==> src/design/mec_pkg.sv <==
package mec_pkg;

  localparam int FX_W              = 48;
  localparam int HALF_W            = FX_W / 2;
  localparam int WIDE_W            = 52;
  localparam int PROD_W            = 2 * FX_W;
  localparam int COUNT_W           = 16;
  localparam int FRACTION_BITS_DEF = 32;
  localparam int unsigned ITER_LIMIT_DEF = 65535;
  localparam int QUEUE_DEPTH_DEF   = 2;

  typedef logic signed [FX_W-1:0]   fx_t;
  typedef logic signed [WIDE_W-1:0] wide_t;
  typedef logic signed [PROD_W-1:0] prod_t;

  localparam fx_t FX_MAX = {1'b0, {(FX_W-1){1'b1}}};
  localparam fx_t FX_MIN = {1'b1, {(FX_W-1){1'b0}}};
  localparam logic [COUNT_W-1:0] COUNT_MAX = '1;

  typedef struct packed {
    fx_t  c_real;
    fx_t  c_imag;
    fx_t  z_real;
    fx_t  z_imag;
    logic hit;
  } item_t;

  typedef enum logic [2:0] {
    FR_IDLE,
    FR_START_A,
    FR_WAIT_A,
    FR_SUM,
    FR_START_B,
    FR_WAIT_B,
    FR_CLASS,
    FR_PUSH
  } front_state_t;

  typedef enum logic [2:0] {
    BK_IDLE,
    BK_START,
    BK_WAIT,
    BK_UPDATE,
    BK_CYCLE,
    BK_FINISH
  } back_state_t;

  function automatic wide_t widen(input fx_t v);
    return wide_t'(v);
  endfunction

  function automatic fx_t sat_wide(input wide_t v);
    if (v > wide_t'(FX_MAX)) return FX_MAX;
    if (v < wide_t'(FX_MIN)) return FX_MIN;
    return v[FX_W-1:0];
  endfunction

  function automatic fx_t sat_prod(input prod_t v);
    if (v > prod_t'(FX_MAX)) return FX_MAX;
    if (v < prod_t'(FX_MIN)) return FX_MIN;
    return v[FX_W-1:0];
  endfunction

endpackage

==> src/design/mec_queue.sv <==
module mec_queue
  import mec_pkg::*;
#(
  parameter int DEPTH = QUEUE_DEPTH_DEF
) (
  input  logic  clk,
  input  logic  rst,
  input  logic  push,
  input  item_t push_item,
  output logic  full,
  input  logic  pop,
  output item_t head,
  output logic  empty
);

  localparam int PTR_W  = $clog2(DEPTH);
  localparam int FILL_W = $clog2(DEPTH + 1);

  item_t             slots [DEPTH];
  logic [PTR_W-1:0]  wr_ptr;
  logic [PTR_W-1:0]  rd_ptr;
  logic [FILL_W-1:0] fill;

  assign full  = (fill == FILL_W'(DEPTH));
  assign empty = (fill == '0);
  assign head  = slots[rd_ptr];

  always_ff @(posedge clk) begin
    if (push) begin
      slots[wr_ptr] <= push_item;
    end
  end

  always_ff @(posedge clk) begin
    if (rst) begin
      wr_ptr <= '0;
      rd_ptr <= '0;
      fill   <= '0;
    end else begin
      if (push) begin
        wr_ptr <= (wr_ptr == PTR_W'(DEPTH - 1)) ? '0 : wr_ptr + PTR_W'(1);
      end
      if (pop) begin
        rd_ptr <= (rd_ptr == PTR_W'(DEPTH - 1)) ? '0 : rd_ptr + PTR_W'(1);
      end
      case ({push, pop})
        2'b10:   fill <= fill + FILL_W'(1);
        2'b01:   fill <= fill - FILL_W'(1);
        default: fill <= fill;
      endcase
    end
  end

  a_fill_grows: assert property (@(posedge clk) disable iff (rst)
    (push && !pop) |=> (fill == $past(fill) + FILL_W'(1)))
    else $error("Queue fill level did not follow a lone push.");

endmodule

==> config.mk <==
export PLATFORM = sky130hd
export DESIGN_NAME = mec_queue
export DESIGN_NICKNAME = d
export VERILOG_FILES = /design/src/design/mec_pkg.sv /design/src/design/mec_queue.sv
export SDC_FILE = /design/constraint.sdc
export NUM_CORES = 1
export LEC_CHECK = 0
export BUFFER_PORTS_ARGS = -buffer_cell sky130_fd_sc_hd__buf_2
export CAP_MARGIN = 20
export CORE_ASPECT_RATIO = 1.25
export CORE_MARGIN = 2
export CORE_UTILIZATION = 23
export DETAILED_ROUTE_END_ITERATION = 12
export PLACE_DENSITY = 0.51
export SYNTH_ARGS = -nofsm -noshare
export SYNTH_HDL_FRONTEND = slang
export SYNTH_SLANG_ARGS = --single-unit
==> constraint.sdc <==
create_clock -name clk -period 19.5 [get_ports clk]
set_input_delay 0.975 -clock clk [delete_from_list [all_inputs] [get_ports clk]]
set_output_delay 0.975 -clock clk [all_outputs]
set_load 0.1 [all_outputs]
==> results of run 1 <==
==> layout make-up <==
cell class / instances / area [um^2]
flip-flops and latches: 391 / 11700
well taps: 824 / 1030
repair buffers: 398 / 2010
fillers: 6060 / 42500
multi-input cells: 209 / 2280
inverters: 1 / 3.75
clock buffers: 53 / 1110
diodes: 3 / 7.51
clock inverters: 18 / 138
==> sequential cells by signal (all words and copies together), names as in the netlist, named ones only <==
| register | flops |
|---|---|
| fill | 2 |
| slots | 386 |
| rd_ptr | 1 |
| wr_ptr | 1 |
==> stage by stage <==
| step | hold WS, ns | utilization |
|---|---|---|
| floorplan | 0.461 | - |
| global placement | 0.494 | 0.280 |
| detailed placement | 0.506 | 0.280 |
| CTS | 0.519 | 0.301 |
| global route | 0.539 | 0.301 |
| finish | 0.516 | 0.301 |
==> worst max-delay path: stages (launching register included) <==
cell and delay, ns:
dfxtp_4 0.86, buf_4 0.87, mux2_2 0.33, buf_2 0.44
==> per-layer routing <==
metal,track usage,part of all wire
met5,0,0.00041
met2,0.170,0.51
met1,0.105,0.38
met3,0.0303,0.071
met4,0.0472,0.040
==> cell usage after synthesis <==
master / instances
and2_1: 1
buf_2: 4
mux2_2: 193
or3_1: 1
and2b_2: 1
ha_1: 1
inv_1: 1
xor2_1: 1
buf_4: 17
a21oi_1: 1
dfxtp_1: 5
xnor2_1: 3
nor2_1: 6
o21ai_0: 1
edfxtp_1: 386
==> power groups by stage <==
stage	Clock [W]	Sequential, W	Combinational, W
floorplan	0	0.00102	0.000423
global placement	0	0.00101	0.000508
detailed placement	0	0.00102	0.000509
CTS	0.000771	0.000999	0.000510
global route	0.000797	0.00100	0.000521
finish	0.000737	0.000998	0.000504
==> worst max path at each step <==
| stage | slack [ns] | cells after the start | end |
|---|---|---|---|
| 2_1_floorplan | 9.63 | 2 | slots[0][0] |
| 4_1_cts | 15.08 | 3 | head[78] |
| 3_3_place_gp | 15.18 | 4 | slots[1][121] |
| 3_5_place_dp | 15.18 | 4 | slots[1][121] |
| 6_report | 15.23 | 3 | head[78] |
| 5_1_grt | 14.96 | 3 | head[78] |
==> logic make-up (layout without fill, tap and decap cells) <==
group / Yosys count / after routing / synth area share
other: 0 / 3 / 0
adder cells (fa/ha/maj): 1 / 1 / 0.000886
multiplexers: 193 / 193 / 0.154
AO/OA/AOI/OAI: 2 / 2 / 0.000708
AND/OR/NAND/NOR: 9 / 9 / 0.00310
XOR/XNOR: 4 / 4 / 0.00248
buffers and inverters: 22 / 470 / 0.0107
flip-flops: 391 / 391 / 0.828
==> run metrics, run 1 <==
# IOs 392; DP Area 0.0170 mm^2; syn_area_per_cell 22.7 um^2; Sw Ratio 0.330; RR Startpoint wr_ptr; ranking of synthesized cells by area edfxtp_1, mux2_2, buf_4; Inserted Clock Buffers 41; CTS tree built; Worst Setup End Kind output pin; Max transition margin 0.275; Post-DRT Antenna Nets 0; Final period util 0.219; dpl cells 1823; setup_tns 0 ns; die footprint 0.0634 mm^2; startpoint types register; # rows 101; nets@finish 1240; Starting Density 0.232; Worst-path clk slew 0.06 ns; mapped cell area 0.0141 mm^2; per-cell routed wire length 16.9 um; critical path type register to output pin; worst path arrival time 3.30 ns; Worst R2R Path Depth 3; worst min-delay path startpoint rd_ptr; Worst-Margin Slew 1.09 ns; total power 0.00224 W; reg2reg end slots[1][121]; Post-CTS Resized 0; clock latency on the worst-skew pair 0.54 ns; Worst EP required 18.53 ns; pin count of the biggest net entering global routing 72; leakage dissipation 6.61 nW; DPL Wire Length 20800 um; Final Slew Violations 0; vias per cell 3.82; global route total overflow 0; post-route insts no fill 1897; initial antenna violation count 3; Die Y 281 um; number of DRC markers in iteration 0 281; port buffer count 391; register-to-register setup slack 15.92 ns; hold depth 2; Synth Warn # 0; Gate power share 0.225; clock power share 0.329; layout cells sized above 1 0.605; pre-CTS setup slack 15.18 ns; sink of the worst hold path rd_ptr; Routed WL 32000 um; clk buf depth 3; Hold Crit Class register to register; Sink Count 391; vias in the first global route 7695; hold buffers post-CTS 0; Critical Path Fanout Max 69; fmax 234 MHz; Fin. Hold Viols 0; All-Layer GR Usage 0.0967; Seq pwr share 0.446; router iterations before antenna repair 6; Sw Pwr 0.000739 W; gpl congestion 0.700; Setup Buffers After CTS 0; CTS H-tree lvls 2; pwr dens 122 mW/mm^2; Seq/Total Area, Yosys 0.828; global-route wire length before repair 46000 um; internal power 0.00150 W; Post-Syn Instances 622; Tmin final 4.27 ns; cell area after layout 0.0183 mm^2; area share of the largest cell type after synthesis 0.821; Setup violations, final 0; via count 7241; RSZ-0062 raised after global routing false; Synth area leader edfxtp_1; Max IR drop VDD 0.0000800 V; P&R area growth vs syn 29.5%; Synth Register Bits 391; Clock Tree Root clkbuf_16; Clock Skew 0.0117 ns; Die W 226 um; Core Area 0.0608 mm^2; Max Cap Viol 0; post-synth net total 820; Yosys cell types 15; post-layout worst setup margin 15.23 ns; commonest non-fill, non-tap cell in the layout buf_2; most frequent cells in the layout buf_2, edfxtp_1, mux2_2; status complete, no violations; DRC viols 0
(Power assumes the default switching activity.)
==> run 2, diff against run 1 <==
Settings changed: ABC_AREA from default to 1.
Clock period 19.5 ns to 4.5 ns, I/O delays scaled along.
==> run metrics, run 2 <==
status complete, no violations; Die Y 282 um; Largest register FFs 386; Max Cap Viol 0; global route total overflow 0; vias in the first global route 8780; pin count of the biggest net entering global routing 116; startpoint types register; RR Startpoint wr_ptr; reg2reg end slots[1][55]; die footprint 0.0638 mm^2; CP cell instances buf_12 -> mux2_2 -> buf_2; fmax 339 MHz; commonest non-fill, non-tap cell in the layout buf_2; port buffer count 391; DPL Wire Length 21400 um; most frequent cell after synthesis edfxtp_1; Top Registers slots: 386 flops, fill: 2 flops; Die W 226 um; nets@finish 1453; Final Slew Violations 0; P&R area growth vs syn 44.8%; Setup violations, final 0; FFs w/ async S/R, synth 0; area share of the largest cell type after synthesis 0.816; via count 8069; slowest CP cell dfxtp_4; Sink Count 391; Worst-Margin Slew 1.02 ns; hold buffers post-CTS 197; Post-synth EDFFs 386; Yosys cell types 15; initial antenna violation count 2; pwr dens 490 mW/mm^2; Core Area 0.0609 mm^2; Synth Register Bits 391; most frequent cells in the layout buf_2, edfxtp_1, dlygate4sd3_1; Post-DRT Antenna Nets 0; number of DRC markers in iteration 0 294; Max transition margin 0.319; setup_tns 0 ns; post-synth net total 831; Seq/Total Area, Yosys 0.823; largest register by flop count slots; syn_area_per_cell 22.4 um^2; layout cells sized above 1 0.510; Synth area leader edfxtp_1; global-route wire length before repair 48800 um; CTS tree built; clock latency on the worst-skew pair 0.56 ns; Critical Path Fanout Max 79; Worst R2R Path Depth 3; Worst EP required 4.28 ns; Setup Buffers After CTS 0; leakage dissipation 7.60 nW; worst hold slack 0.395 ns; Tmin final 2.95 ns; Synth Warn # 0; router iterations before antenna repair 6; Clock Tree Root clkbuf_16; RSZ-0062 raised after global routing false; Worst Setup End Kind output pin; worst path arrival time 2.72 ns; Top FF cell, synth edfxtp_1; register-to-register setup slack 2.32 ns; # rows 101; Starting Density 0.233; hold depth 2; Inserted Clock Buffers 42; CTS H-tree lvls 2; DRC viols 0; ranking of synthesized cells by area edfxtp_1, mux2_2, buf_6; CP peak stage delay 0.91 ns; vias per cell 3.82; Fin. Hold Viols 0; Final period util 0.655; ant diodes 0; sink of the worst hold path slots[0][119]; critical path type register to output pin; Routed WL 33600 um; fillcell total 5900; All-Layer GR Usage 0.101; mapped cell area 0.0142 mm^2; clk buf depth 3; synth cell count leaders edfxtp_1, mux2_2, buf_6, nor2_1, inv_1; Clock Skew 0.0189 ns; Worst-path clk slew 0.07 ns; # IOs 392; gpl congestion 0.741; per-cell routed wire length 15.9 um; worst min-delay path startpoint push_item[119]; Post-CTS Resized 0; Hold Crit Class input port to register; Post-Syn Instances 633; Max IR drop VDD 0.000456 V
-- run 2: cell count changes after synthesis, sizes merged --
| cell | previous run | this run |
|---|---|---|
| xor2 | 1 | 0 |
| nor2 | 6 | 10 |
| nand4 | 0 | 1 |
| nor3 | 0 | 1 |
| inv | 1 | 7 |
| or3 | 1 | 0 |
| xnor2 | 3 | 1 |
| and2b | 1 | 0 |
| and2 | 1 | 0 |
| nand2 | 0 | 5 |
-- run 2: layout make-up --
cell class	count	area, um^2	share of cell area
Clock buffer	53	1160	0.0562
Inverter	7	30.0	0.00146
Clock inverter	25	298	0.0145
Multi-Input combinational cell	214	2280	0.111
Timing Repair Buffer	599	4070	0.198
Tap cell	824	1030	0.0501
Sequential cell	391	11700	0.569
-- run 2: metrics by stage --
stage               utilization  worst slack [ns]  total power, W  area (um^2)  cells
global placement          0.281              2.10         0.00642        17100   1838
global route              0.338              1.38          0.0104        20600   2113
detailed placement        0.281              2.07         0.00643        17100   1838
floorplan                     -             0.803         0.00608        14200    633
finish                    0.338              1.55          0.0101        20600   2113
CTS                       0.338              1.44          0.0102        20600   2113
-- run 2: power by group --
part	switching, W	total [W]	leakage, nW	internal, W
combinational	0.00170	0.00219	3.23	0.000491
clock	0.00139	0.00361	0.707	0.00222
sequential	0.0000671	0.00429	3.66	0.00422
-- run 2: cells by family after synthesis --
family	Yosys count	synth area share
xor gates and xnor gates	1	0.000617
DFF	391	0.823
adders and majority gates	1	0.000881
muxes	193	0.153
AOI/OAI and AO/OA	2	0.000704
and+or+nand+nor	17	0.00476
buffers and inverters	28	0.0171
-- run 2: per-layer routing --
metal | wire length, um | global-route usage
met1 | 12500 | 0.104
met2 | 17300 | 0.184
met3 | 2600 | 0.0361
met4 | 1180 | 0.0432
met5 | 31 | 0
-- run 2: how the worst max path moves through the flow --
| stage | to | cells after the start | start |
|---|---|---|---|
| finish | head[84] | 3 | register |
| global route | head[84] | 3 | register |
| CTS | head[53] | 3 | register |
| detailed placement | head[53] | 3 | register |
| global placement | head[53] | 3 | register |
| floorplan | slots[1][0] | 2 | wr_ptr |
-- run 2: worst max-delay path, delay by kind of cell, from the launching register on --
family	cells	cell delay, ns
multiplexers	1	0.40
flip-flops	1	0.91
buffers and inverters	2	0.69
==> run 3, diff against run 2 <==
Settings changed: ABC_AREA 1 to 0, PLACE_DENSITY 0.51 to 0.52.
Clock period 4.5 ns to 2.5 ns, I/O delays scaled along.
==> run metrics, run 3 (synthesis results as in run 1) <==
status complete, no violations; via count 7991; Tmin final 2.24 ns; Clock Skew 0.0142 ns; global-route wire length before repair 49100 um; Worst-Margin Slew 0.672 ns; met3 wire length 2340 um; Final Slew Violations 0; critical path type register to output pin; CTS tree built; startpoint types register; clk buf depth 3; Starting Density 0.232; Routed WL 33300 um; Largest register FFs 386; pwr dens 860 mW/mm^2; RSZ-0062 raised after global routing false; fillcell total 5865; Max IR drop VDD 0.000543 V; worst path arrival time 2.11 ns; Final period util 0.894; DPL Wire Length 21400 um; # rows 101; Core Area 0.0608 mm^2; worst hold slack 0.308 ns; Die Y 281 um; Post-DRT Antenna Nets 0; largest register by flop count slots; # IOs 392; layout cells sized above 1 0.513; number of DRC markers in iteration 0 332; Clock Tree Root clkbuf_16; leakage dissipation 7.47 nW; most frequent cells in the layout buf_2, edfxtp_1, dlygate4sd3_1; initial antenna violation count 2; Inserted Clock Buffers 41; commonest non-fill, non-tap cell in the layout buf_2; Max transition margin 0.552; Top Registers slots: 386 flops, fill: 2 flops; Worst-path clk slew 0.06 ns; port buffer count 391; setup_tns 0 ns; ant diodes 0; Worst Setup End Kind output pin; DRC viols 0; Sink Count 391; vias per cell 3.82; Setup violations, final 0; met2 WL 17600 um; CTS H-tree lvls 2; fmax 447 MHz; router iterations before antenna repair 4; pin count of the biggest net entering global routing 100; global route total overflow 0; die footprint 0.0634 mm^2; vias in the first global route 8844; nets@finish 1443; gpl congestion 0.747; Worst EP required 2.38 ns; P&R area growth vs syn 44.2%; All-Layer GR Usage 0.101; per-cell routed wire length 15.9 um; clock latency on the worst-skew pair 0.54 ns; Die W 226 um; Hold Crit Class input port to register; DRT met1 WL 12100 um; top layer in use met5; Fin. Hold Viols 0; Critical Path Fanout Max 21; Max Cap Viol 0
==> run 3: cell types whose count changed in the layout (fill, tap and decap cells not counted), moves of 2 or more <==
cell / delta
buf_12: +6
bufinv_16: -6
inv_1: -5
nand2_1: -5
buf_4: -4
clkbuf_1: +4
clkbuf_16: -4
nor2_1: -4
clkinv_1: -3
xnor2_1: +2
==> run 3: timing repair <==
| action | 4_1_cts | 5_1_grt |
|---|---|---|
| endpoints found under the setup margin | 0 | 0 |
| gates resized for setup | 0 | 0 |
| buffers inserted | 0 | 0 |
| hold buffers | 197 | 0 |
| hold endpoints to repair | 391 | 0 |
==> run 3: worst max-delay path, stage by stage, from the launching register on <==
cell and delay [ns]:
dfxtp_4 0.45, buf_12 0.20, buf_12 0.20, mux2_2 0.38
buf_2 0.30
==> run 3: path summary, 6_finish.rpt <==
check	start	endpoint	slack, ns	cells past startpoint
worst max-delay path	register	head[82]	0.26	4
worst min-delay path	push_item[28]	slots[1][28]	0.31	2
worst max register to register	wr_ptr	slots[0][111]	1.06	2
worst min register to register	rd_ptr	rd_ptr	0.51	2
==> run 3: where the power goes <==
group,internal (W),leakage (nW),switching [W]
Sequential,0.00766,3.67,0.0000925
Combinational,0.000949,3.24,0.00333
Clock,0.00311,0.569,0.00237
Total,0.0117,7.47,0.00579
==> run 3: final cells by class <==
cell class              count  area, um^2  area share
clock inverters            15         101     0.00498
multi-input cells         209        2280       0.112
inverters                   1        3.75    0.000184
repair buffers            601        4160       0.205
clock buffers              53        1070      0.0526
well taps                 824        1030      0.0507
flip-flops and latches    391       11700       0.575
==> run 3: metal layers <==
| metal | vias to the layer above | global-route usage |
|---|---|---|
| met4 | 4 | 0.0436 |
| met1 | 3936 | 0.104 |
| li1 | 3734 | - |
| met2 | 253 | 0.187 |
| met3 | 64 | 0.0328 |
| met5 | - | 0 |
==> run 3: through the flow <==
stage	utilization	cell area [um^2]	total power (W)	cells	setup slack [ns]
after CTS	0.335	20400	0.0178	2094	0.175
after detailed placement	0.283	17200	0.0119	1829	0.789
final	0.335	20400	0.0175	2094	0.265
after global placement	0.283	17200	0.0119	1829	0.812
after global routing	0.335	20400	0.0181	2094	0.161
after floorplan	-	14100	0.0112	622	-1.08
